--- src/rtl/tss_pkg.sv ---
// Shared types and constants for the text shadow syntax checker.
package tss_pkg;

  localparam int unsigned StateW = 5;

  typedef logic [StateW-1:0] pstate_t;

  localparam pstate_t StStart = 5'd0;
  localparam pstate_t StEnd   = 5'd17;

  typedef enum logic [1:0] {
    STATUS_PENDING  = 2'd0,
    STATUS_ACCEPTED = 2'd1,
    STATUS_REJECTED = 2'd2
  } status_t;

  typedef enum logic [3:0] {
    CC_DIGIT,
    CC_HEX,
    CC_MINUS,
    CC_SPACE,
    CC_P,
    CC_X,
    CC_HASH,
    CC_COMMA,
    CC_OTHER
  } char_class_t;

  typedef struct packed {
    logic    ok;
    pstate_t nxt;
  } step_t;

endpackage

--- src/rtl/tss_next.sv ---
// Character classifier and transition table of the shadow syntax automaton.
module tss_next (
  input  tss_pkg::pstate_t cur,
  input  logic [7:0]       char_byte,
  output tss_pkg::step_t   step
);
  import tss_pkg::*;

  char_class_t cls;

  always_comb begin
    if (char_byte >= "0" && char_byte <= "9") begin
      cls = CC_DIGIT;
    end else if ((char_byte >= "a" && char_byte <= "f") ||
                 (char_byte >= "A" && char_byte <= "F")) begin
      cls = CC_HEX;
    end else begin
      unique case (char_byte)
        "-":     cls = CC_MINUS;
        " ":     cls = CC_SPACE;
        "p":     cls = CC_P;
        "x":     cls = CC_X;
        "#":     cls = CC_HASH;
        ",":     cls = CC_COMMA;
        default: cls = CC_OTHER;
      endcase
    end
  end

  always_comb begin
    step.ok  = 1'b1;
    step.nxt = StStart;
    unique case (cls)
      CC_DIGIT: begin
        if (cur <= 5'd2) step.nxt = 5'd2;
        else if (cur >= 5'd5 && cur <= 5'd7) step.nxt = 5'd7;
        else if (cur >= 5'd19 && cur <= 5'd21) step.nxt = 5'd21;
        else if (cur >= 5'd11 && cur <= 5'd16) step.nxt = cur + 5'd1;
        else step.ok = 1'b0;
      end
      CC_HEX: begin
        if (cur >= 5'd11 && cur <= 5'd16) step.nxt = cur + 5'd1;
        else step.ok = 1'b0;
      end
      CC_MINUS: begin
        if (cur == 5'd0) step.nxt = 5'd1;
        else if (cur == 5'd5) step.nxt = 5'd6;
        else if (cur == 5'd19) step.nxt = 5'd20;
        else step.ok = 1'b0;
      end
      CC_SPACE: begin
        if (cur == 5'd0) step.nxt = 5'd0;
        else if (cur == 5'd4 || cur == 5'd5) step.nxt = 5'd5;
        else if (cur == 5'd9 || cur == 5'd10) step.nxt = 5'd10;
        else if (cur == 5'd18 || cur == 5'd19) step.nxt = 5'd19;
        else if (cur == 5'd15 || cur == 5'd16) step.nxt = cur;
        else step.ok = 1'b0;
      end
      CC_P: begin
        if (cur == 5'd2) step.nxt = 5'd3;
        else if (cur == 5'd7) step.nxt = 5'd8;
        else if (cur == 5'd21) step.nxt = 5'd22;
        else step.ok = 1'b0;
      end
      CC_X: begin
        if (cur == 5'd3) step.nxt = 5'd4;
        else if (cur == 5'd8) step.nxt = 5'd18;
        else if (cur == 5'd22) step.nxt = 5'd10;
        else step.ok = 1'b0;
      end
      CC_HASH: begin
        if (cur == 5'd10) step.nxt = 5'd11;
        else step.ok = 1'b0;
      end
      CC_COMMA: begin
        if (cur == StEnd) step.nxt = StStart;
        else step.ok = 1'b0;
      end
      default: step.ok = 1'b0;
    endcase
  end

endmodule

--- config.mk ---
export PLATFORM = sky130hd
export DESIGN_NAME = tss_next
export DESIGN_NICKNAME = d
export VERILOG_FILES = /design/src/rtl/tss_pkg.sv /design/src/rtl/tss_next.sv
export SDC_FILE = /design/constraint.sdc
export NUM_CORES = 1
export LEC_CHECK = 0
export BUFFER_PORTS_ARGS = -buffer_cell sky130_fd_sc_hd__buf_4
export CORE_MARGIN = 5
export CORE_UTILIZATION = 55
export DETAILED_ROUTE_END_ITERATION = 16
export PLACE_DENSITY = 0.77
export SYNTH_ARGS = -nofsm -noshare
export SYNTH_HDL_FRONTEND = slang
export SYNTH_SLANG_ARGS = --single-unit
--- constraint.sdc ---
create_clock -name vclk -period 2.1
set_input_delay 0.21 -clock vclk [all_inputs]
set_output_delay 0.21 -clock vclk [all_outputs]
set_load 0.01 [all_outputs]
==> impl_metrics.ini, run 1 <==
[placed_design]
routabilityCongestion = 0.990
dpl_cell_area_um2 = 1730
port_buffers = 19
dp_hpwl_mm = 4.03
dp_slack_ns = -0.253

[run_status]
status = aborted with a tool error
lastStage = 5_1_grt
tool.error = [ERROR DPL-0038] Utilization greater than 100%, impossible to legalize

[clocking]
ctsHoldBuffers = 0

[floorplanning]
start_util_pct = 59.3
die_h_um = 56.4
die_w_um = 56.4
io_pins = 19
num_rows = 16

[yosys]
synth_fp_nets = 197
syn_area_per_cell_um2 = 6.63
yosys_warnings = 0
syn_area_um2 = 1190
ys_types = 57
ys_seq_area_share_pct = 0
syn_inst = 179

[sta]
grt_worst_setup_endpoint = step[1]
worst-ep-kind = top-level output

[global_route]
grt_max_degree = 14
[cells by family after synthesis]
family | Yosys count | share of synthesized area [%]
XOR/XNOR | 2 | 1.48
multiplexers | 2 | 1.69
AO/OA/AOI/OAI | 59 | 39.0
buffers and inverters | 23 | 8.02
AND/OR/NAND/NOR | 88 | 44.5
adder cells (fa/ha/maj) | 5 | 5.27
[stage by stage]
step	hold WS, ns	util [%]	cells
3_3_place_gp	1.06	86.5	267
4_1_cts	1.08	91.4	269
2_1_floorplan	0.792	-	179
3_5_place_dp	1.08	86.5	267
[synth_stat cells (all sizes together), types with 4 or more instances]
| master | n | share of area, % |
|---|---|---|
| inv | 8 | 2.5 |
| or3 | 4 | 2.5 |
| nand2 | 14 | 4.4 |
| or2 | 4 | 2.1 |
| and3 | 4 | 2.1 |
| nor3 | 6 | 3.0 |
| clkbuf | 13 | 4.1 |
| nor2 | 13 | 4.1 |
| a21oi | 7 | 3.0 |
| ha | 5 | 5.3 |
| o21ai | 15 | 6.3 |
| and2 | 6 | 3.2 |
| nand3 | 7 | 3.0 |
[timing repair]
action / in CTS
setup buffers: 2
setup endpoints to repair: 6
gates resized for setup: 21
pin swaps: 12
==> run 2, diff against run 1 <==
--- a/config.mk
+++ b/config.mk
@@ -6,10 +6,10 @@
 export NUM_CORES = 1
 export LEC_CHECK = 0
 export BUFFER_PORTS_ARGS = -buffer_cell sky130_fd_sc_hd__buf_4
-export CORE_MARGIN = 5
-export CORE_UTILIZATION = 55
+export CORE_AREA = 5 5 66 68
 export DETAILED_ROUTE_END_ITERATION = 16
-export PLACE_DENSITY = 0.77
+export DIE_AREA = 0 0 71 73
+export PLACE_DENSITY_LB_ADDON = 0.15
 export SYNTH_ARGS = -nofsm -noshare
 export SYNTH_HDL_FRONTEND = slang
 export SYNTH_SLANG_ARGS = --single-unit
==> constraint.sdc (replaced) <==
create_clock -name vclk -period 2.73
set_input_delay 0.273 -clock vclk [all_inputs]
set_output_delay 0.273 -clock vclk [all_outputs]
set_load 0.01 [all_outputs]
==> run 2 against run 1 <==
Effect of this change:
- the flow now finishes without violations
- area after synthesis unchanged
- synthesized cell count unchanged
==> impl_metrics.ini, run 2 <==
[power_and_ir_drop]
swShare_pct = 59.6
pwr-share-comb_pct = 100.0
seqPwrFrac_pct = 0
power.switching_mw = 0.0870
leakagePower_nw = 0.546
ir_drop_mv = 0.0474
clkPwrFrac_pct = 0
internal_power_mw = 0.0589
power.total_mw = 0.146
powerDensity_nw_per_um2 = 106

[routing]
via_count = 1496
drt_iter0_markers = 100
first_pass_iters = 4
via_per_inst = 6.23
avgRoutedWirePerCell_um = 16.7
drc_errors = 0
ant_nets = 0
wl_mm = 4.00

[placed_design]
routabilityCongestion = 0.878
port_buffers = 19
dp_hpwl_mm = 3.14

[final_layout]
final_cell_mix = buf_4 (26), o21ai_0 (15), nand2_1 (14), nor2_1 (13), inv_1 (8)
nClkBuffers = 0
nFillCells = 433
layout-drive-gt1-share_pct = 21.1
area_delta_synth_final_pct = 16.3
seqCellArea_um2 = 0
seq_cells = 0
nets = 210
num_antenna_cells = 0
mostFrequentLayoutCell = buf_4

[min_path]
hp-start = cur[3]
hold_depth = 6
hp-class = in -> out
whs_endpoint = step[3]

[floorplanning]
num_rows = 23
die_h_um = 73
start_util_pct = 31.2
fp.dieArea_um2 = 5180
die_w_um = 71
io_pins = 19
core_area_um2 = 3800

[clocking]
ctsHoldBuffers = 0

[yosys]
ys_seq_area_share_pct = 0
yosys_warnings = 0
synth_common_cells = o21ai_0 (15), nand2_1 (14), clkbuf_1 (13), nor2_1 (13), inv_1 (8)
syn_inst = 179
synth_fp_nets = 197
ys_types = 57
syn_area_um2 = 1190
syn_area_per_cell_um2 = 6.63
synth_area_leaders = o21ai_0 (6.3%), ha_1 (5.3%), nand2_1 (4.4%)
synth.top_cell.area_share_pct = 6.33
yosysMostFrequentCell = o21ai_0
yosys.area.top_type = o21ai_0

[job]
maxCapViolCount = 0

[worst_setup_path]
cp_slowest_cell = or4b_1
worstPathMaxFanout = 12
slowest_delay_ns = 0.56
critPathBufInv = 2
crit_type = in -> out
cp.required_ns = 2.46
cp_top_family = simple AND/OR/NAND/NOR gates
crit_path_start_kind = primary input
arrival_ns = 2.31
worstPathCellList = buf_4 -> or4b_1 -> nor3_2 -> nor3_1 -> mux2i_1 -> a2111o_1 -> buf_4
crit_path_end_kind = primary output
crit_top_cell = buf_4
crit_start = char_byte[3]

[sta]
tns_ns = 0
max_freq_ghz = 0.387
grt_setup_unrepaired = no
finalMaxSlewViolations = 0
post-route-period-util_pct = 94.8
timing.slew.headroom_pct = 63.3
hold_viol = 0
max_slew.worst_pin.slew_ns = 0.543
fin_crit_ns = 2.59
setup_viol = 0

[run_status]
status = finished, final reports clean

[global_route]
grt_pass1_vias = 1285
grt_usage_pct = 14.5
overflow = 0
grt_max_degree = 24
grt_pass1_wl_mm = 6.31
antenna_found_initial = 0
==> run 2: cell counts after synthesis <==
No cell type changed its count.
==> run 2: metrics by stage <==
stage | util [%] | hold slack, ns | cells | instance area (µm²) | setup WS [ns]
finish | 36.3 | 1.12 | 240 | 1380 | 0.143
global route | 36.3 | 1.17 | 240 | 1380 | 0.0506
CTS | 36.3 | 1.13 | 240 | 1380 | 0.156
detailed placement | 36.3 | 1.12 | 240 | 1380 | 0.158
global placement | 36.3 | 1.13 | 240 | 1380 | 0.115
floorplan | - | 0.918 | 179 | 1190 | 0.325
==> run 2: how the worst max path moves through the flow <==
stage / to / depth (start not counted) / slack [ns]
2_1_floorplan: step[2] / 9 / 0.32
3_3_place_gp: step[4] / 7 / 0.12
3_5_place_dp: step[4] / 7 / 0.16
4_1_cts: step[4] / 7 / 0.16
5_1_grt: step[0] / 9 / 0.05
6_report: step[4] / 7 / 0.14
==> run 2: per-layer routing <==
metal  GRT usage (%)  wire length (µm)  vias to the layer above
met2            24.5              1880                       67
met3           0.413               208                        5
met1            21.1              1870                      703
li1                -                 -                      721
met5               0                 0                        -
met4            1.88                43                        0
==> run 2: power groups by stage <==
stage	clock network, mW	logic, mW	registers (mW)
6_report	0	0.146	0
4_1_cts	0	0.143	0
5_1_grt	0	0.158	0
3_5_place_dp	0	0.142	0
2_1_floorplan	0	0.0922	0
3_3_place_gp	0	0.142	0
==> run 2: logic make-up (layout without fill, tap and decap cells) <==
| kind of cell | count (synthesis) | count (layout) | share of synthesized area, % |
|---|---|---|---|
| simple gates | 88 | 88 | 44.5 |
| compound gates | 59 | 59 | 39.0 |
| buf+inv | 23 | 34 | 8.02 |
| fa+ha+maj | 5 | 5 | 5.27 |
| xor+xnor | 2 | 2 | 1.48 |
| mux | 2 | 2 | 1.69 |
==> run 2: worst min-delay path, stage by stage <==
cell and delay (ns):
buf_4 0.16, nand2_1 0.07, nand2_1 0.05, nand2_1 0.06, o211ai_1 0.08, buf_4 0.15
==> run 2: layout make-up <==
| type | instances | area [µm²] | area share (%) |
|---|---|---|---|
| Timing Repair Buffer | 26 | 195 | 14.1 |
| Multi-Input combinational cell | 156 | 1090 | 79.1 |
| Inverter | 8 | 30.0 | 2.18 |
| Tap cell | 50 | 62.6 | 4.53 |
==> run 2: what timing repair did <==
item,in CTS,in global routing
resized for setup,0,1
buffers inserted,0,0
endpoints found under the setup margin,0,1
(Power assumes the default switching activity.)
==> run 3, diff against run 2 <==
--- a/config.mk
+++ b/config.mk
@@ -6,10 +6,13 @@
 export NUM_CORES = 1
 export LEC_CHECK = 0
 export BUFFER_PORTS_ARGS = -buffer_cell sky130_fd_sc_hd__buf_4
+export CELL_PAD_IN_SITES_DETAIL_PLACEMENT = 0
+export CELL_PAD_IN_SITES_GLOBAL_PLACEMENT = 2
 export CORE_AREA = 5 5 66 68
 export DETAILED_ROUTE_END_ITERATION = 16
 export DIE_AREA = 0 0 71 73
 export PLACE_DENSITY_LB_ADDON = 0.15
+export SLEW_MARGIN = 20
 export SYNTH_ARGS = -nofsm -noshare
 export SYNTH_HDL_FRONTEND = slang
 export SYNTH_SLANG_ARGS = --single-unit
==> constraint.sdc (replaced) <==
create_clock -name vclk -period 2.59
set_input_delay 0.259 -clock vclk [all_inputs]
set_output_delay 0.259 -clock vclk [all_outputs]
set_load 0.01 [all_outputs]
==> run 3 against run 2 <==
Effect of this change:
- global-route usage grew 2.1 points
- critical path type unchanged
- first-iteration DRC count grew 120%
- critical endpoint is now step[1]
- critical path depth grew 1
- highest routed layer unchanged
- power grew 15%
- final area grew 8.9%
==> impl_metrics.ini, run 3 (synthesized netlist as in run 2, its figures left out) <==
[floorplanning]
die_w_um = 71
io_pins = 19
fp.dieArea_um2 = 5180
num_rows = 23
start_util_pct = 31.2
core_area_um2 = 3800
die_h_um = 73

[worst_setup_path]
cp.required_ns = 2.33
crit_path_end_kind = primary output
arrival_ns = 2.26
cp_top_family = compound AO/OA/AOI/OAI gates
slowest_delay_ns = 0.59
crit_type = in -> out
worstPathCellList = buf_4 -> or4b_4 -> a2111oi_4 -> buf_4 -> nor4_1 -> a31o_1 -> a2111o_1 -> buf_4
crit_top_cell = buf_4
critPathBufInv = 3
crit_path_start_kind = primary input
cp_slowest_cell = or4b_4
worstPathMaxFanout = 6

[final_layout]
nets = 222
seq_cells = 0
final_cell_mix = buf_4 (38), o21ai_0 (15), nand2_1 (14), nor2_1 (12), inv_1 (8)
num_antenna_cells = 0
nClkBuffers = 0
layout-drive-gt1-share_pct = 27.7
seqCellArea_um2 = 0
mostFrequentLayoutCell = buf_4
area_delta_synth_final_pct = 26.7
nFillCells = 416

[clocking]
ctsHoldBuffers = 0

[global_route]
overflow = 0
grt_pass1_wl_mm = 7.13
antenna_found_initial = 0
grt_max_degree = 20
grt_usage_pct = 16.6
grt_pass1_vias = 1410

[sta]
max_freq_ghz = 0.396
finalMaxSlewViolations = 0
setup_viol = 0
timing.slew.headroom_pct = 68.2
post-route-period-util_pct = 97.4
max_slew.worst_pin.slew_ns = 0.474
finalWorstSetupSlack_ns = 0.0679
fin_crit_ns = 2.52
hold_viol = 0

[routing]
via_per_inst = 6.04
drt_iter0_markers = 217
ant_nets = 0
first_pass_iters = 4
via_count = 1522
drc_errors = 0
avgRoutedWirePerCell_um = 17.4
wl_mm = 4.39

[power_and_ir_drop]
powerDensity_nw_per_um2 = 111
leakagePower_nw = 0.614
power.total_mw = 0.167
ir_drop_mv = 0.0616

[placed_design]
dp_slack_ns = -0.0750
port_buffers = 19
routabilityCongestion = 0.932
dp_hpwl_mm = 3.56

[job]
maxCapViolCount = 0

[run_status]
status = finished, final reports clean

[min_path]
hp-class = in -> out
run 3: cell count changes in the layout (fill, tap and decap cells not counted):
cell,change
nor3_2,-1
nor3_4,+2
a2111oi_2,+1
nor2_2,+1
nor3_1,-1
o32ai_2,+1
a2111oi_1,-1
nor2_1,-1
buf_4,+12
o32ai_1,-1
run 3: layout make-up:
type | count | area (µm²) | area share [%]
Tap cell | 50 | 62.6 | 4.16
Timing Repair Buffer | 38 | 285 | 19.0
Multi-Input combinational cell | 156 | 1120 | 74.9
Inverter | 8 | 30.0 | 2.00
run 3: through the flow:
stage / cell area (µm²) / hold slack [ns] / TNS [ns] / utilization, % / std cells
2_1_floorplan: 1190 / 0.890 / 0 / - / 179
3_3_place_gp: 1440 / 1.09 / -0.121 / 37.9 / 248
3_5_place_dp: 1440 / 1.10 / -0.0750 / 37.9 / 248
4_1_cts: 1450 / 1.10 / 0 / 38.1 / 248
5_1_grt: 1500 / 1.18 / -0.00306 / 39.6 / 252
6_report: 1500 / 1.11 / 0 / 39.6 / 252
run 3: repair_timing:
action                                  4_1_cts  5_1_grt
setup buffers                                 0        4
gates resized for setup                       2        5
pin swaps                                     1        4
endpoints found under the setup margin        2        3
run 3: worst min-delay path, delay by kind of cell:
kind                   cells  cell delay [ns]
AO/OA/AOI/OAI              1             0.08
buffers and inverters      2             0.30
AND/OR/NAND/NOR            3             0.21
run 3: power breakdown:
group | internal, mW | switching, mW | total, mW
logic | 0.0701 | 0.0974 | 0.167
clock network | 0 | 0 | 0
registers | 0 | 0 | 0
run 3: per-layer routing:
metal  track usage, %  wire, µm  vias up
li1                 -         -      751
met1             22.0      1900      717
met2             31.2      2230       52
met3            0.413       243        2
met4             1.46        15        0
met5                0         0        -
run 3: path summary, 6_finish.rpt:
kind	start	to	slack, ns	depth (start not counted)
hold / removal	cur[3]	step[3]	1.11	6
setup / recovery	char_byte[6]	step[1]	0.07	8
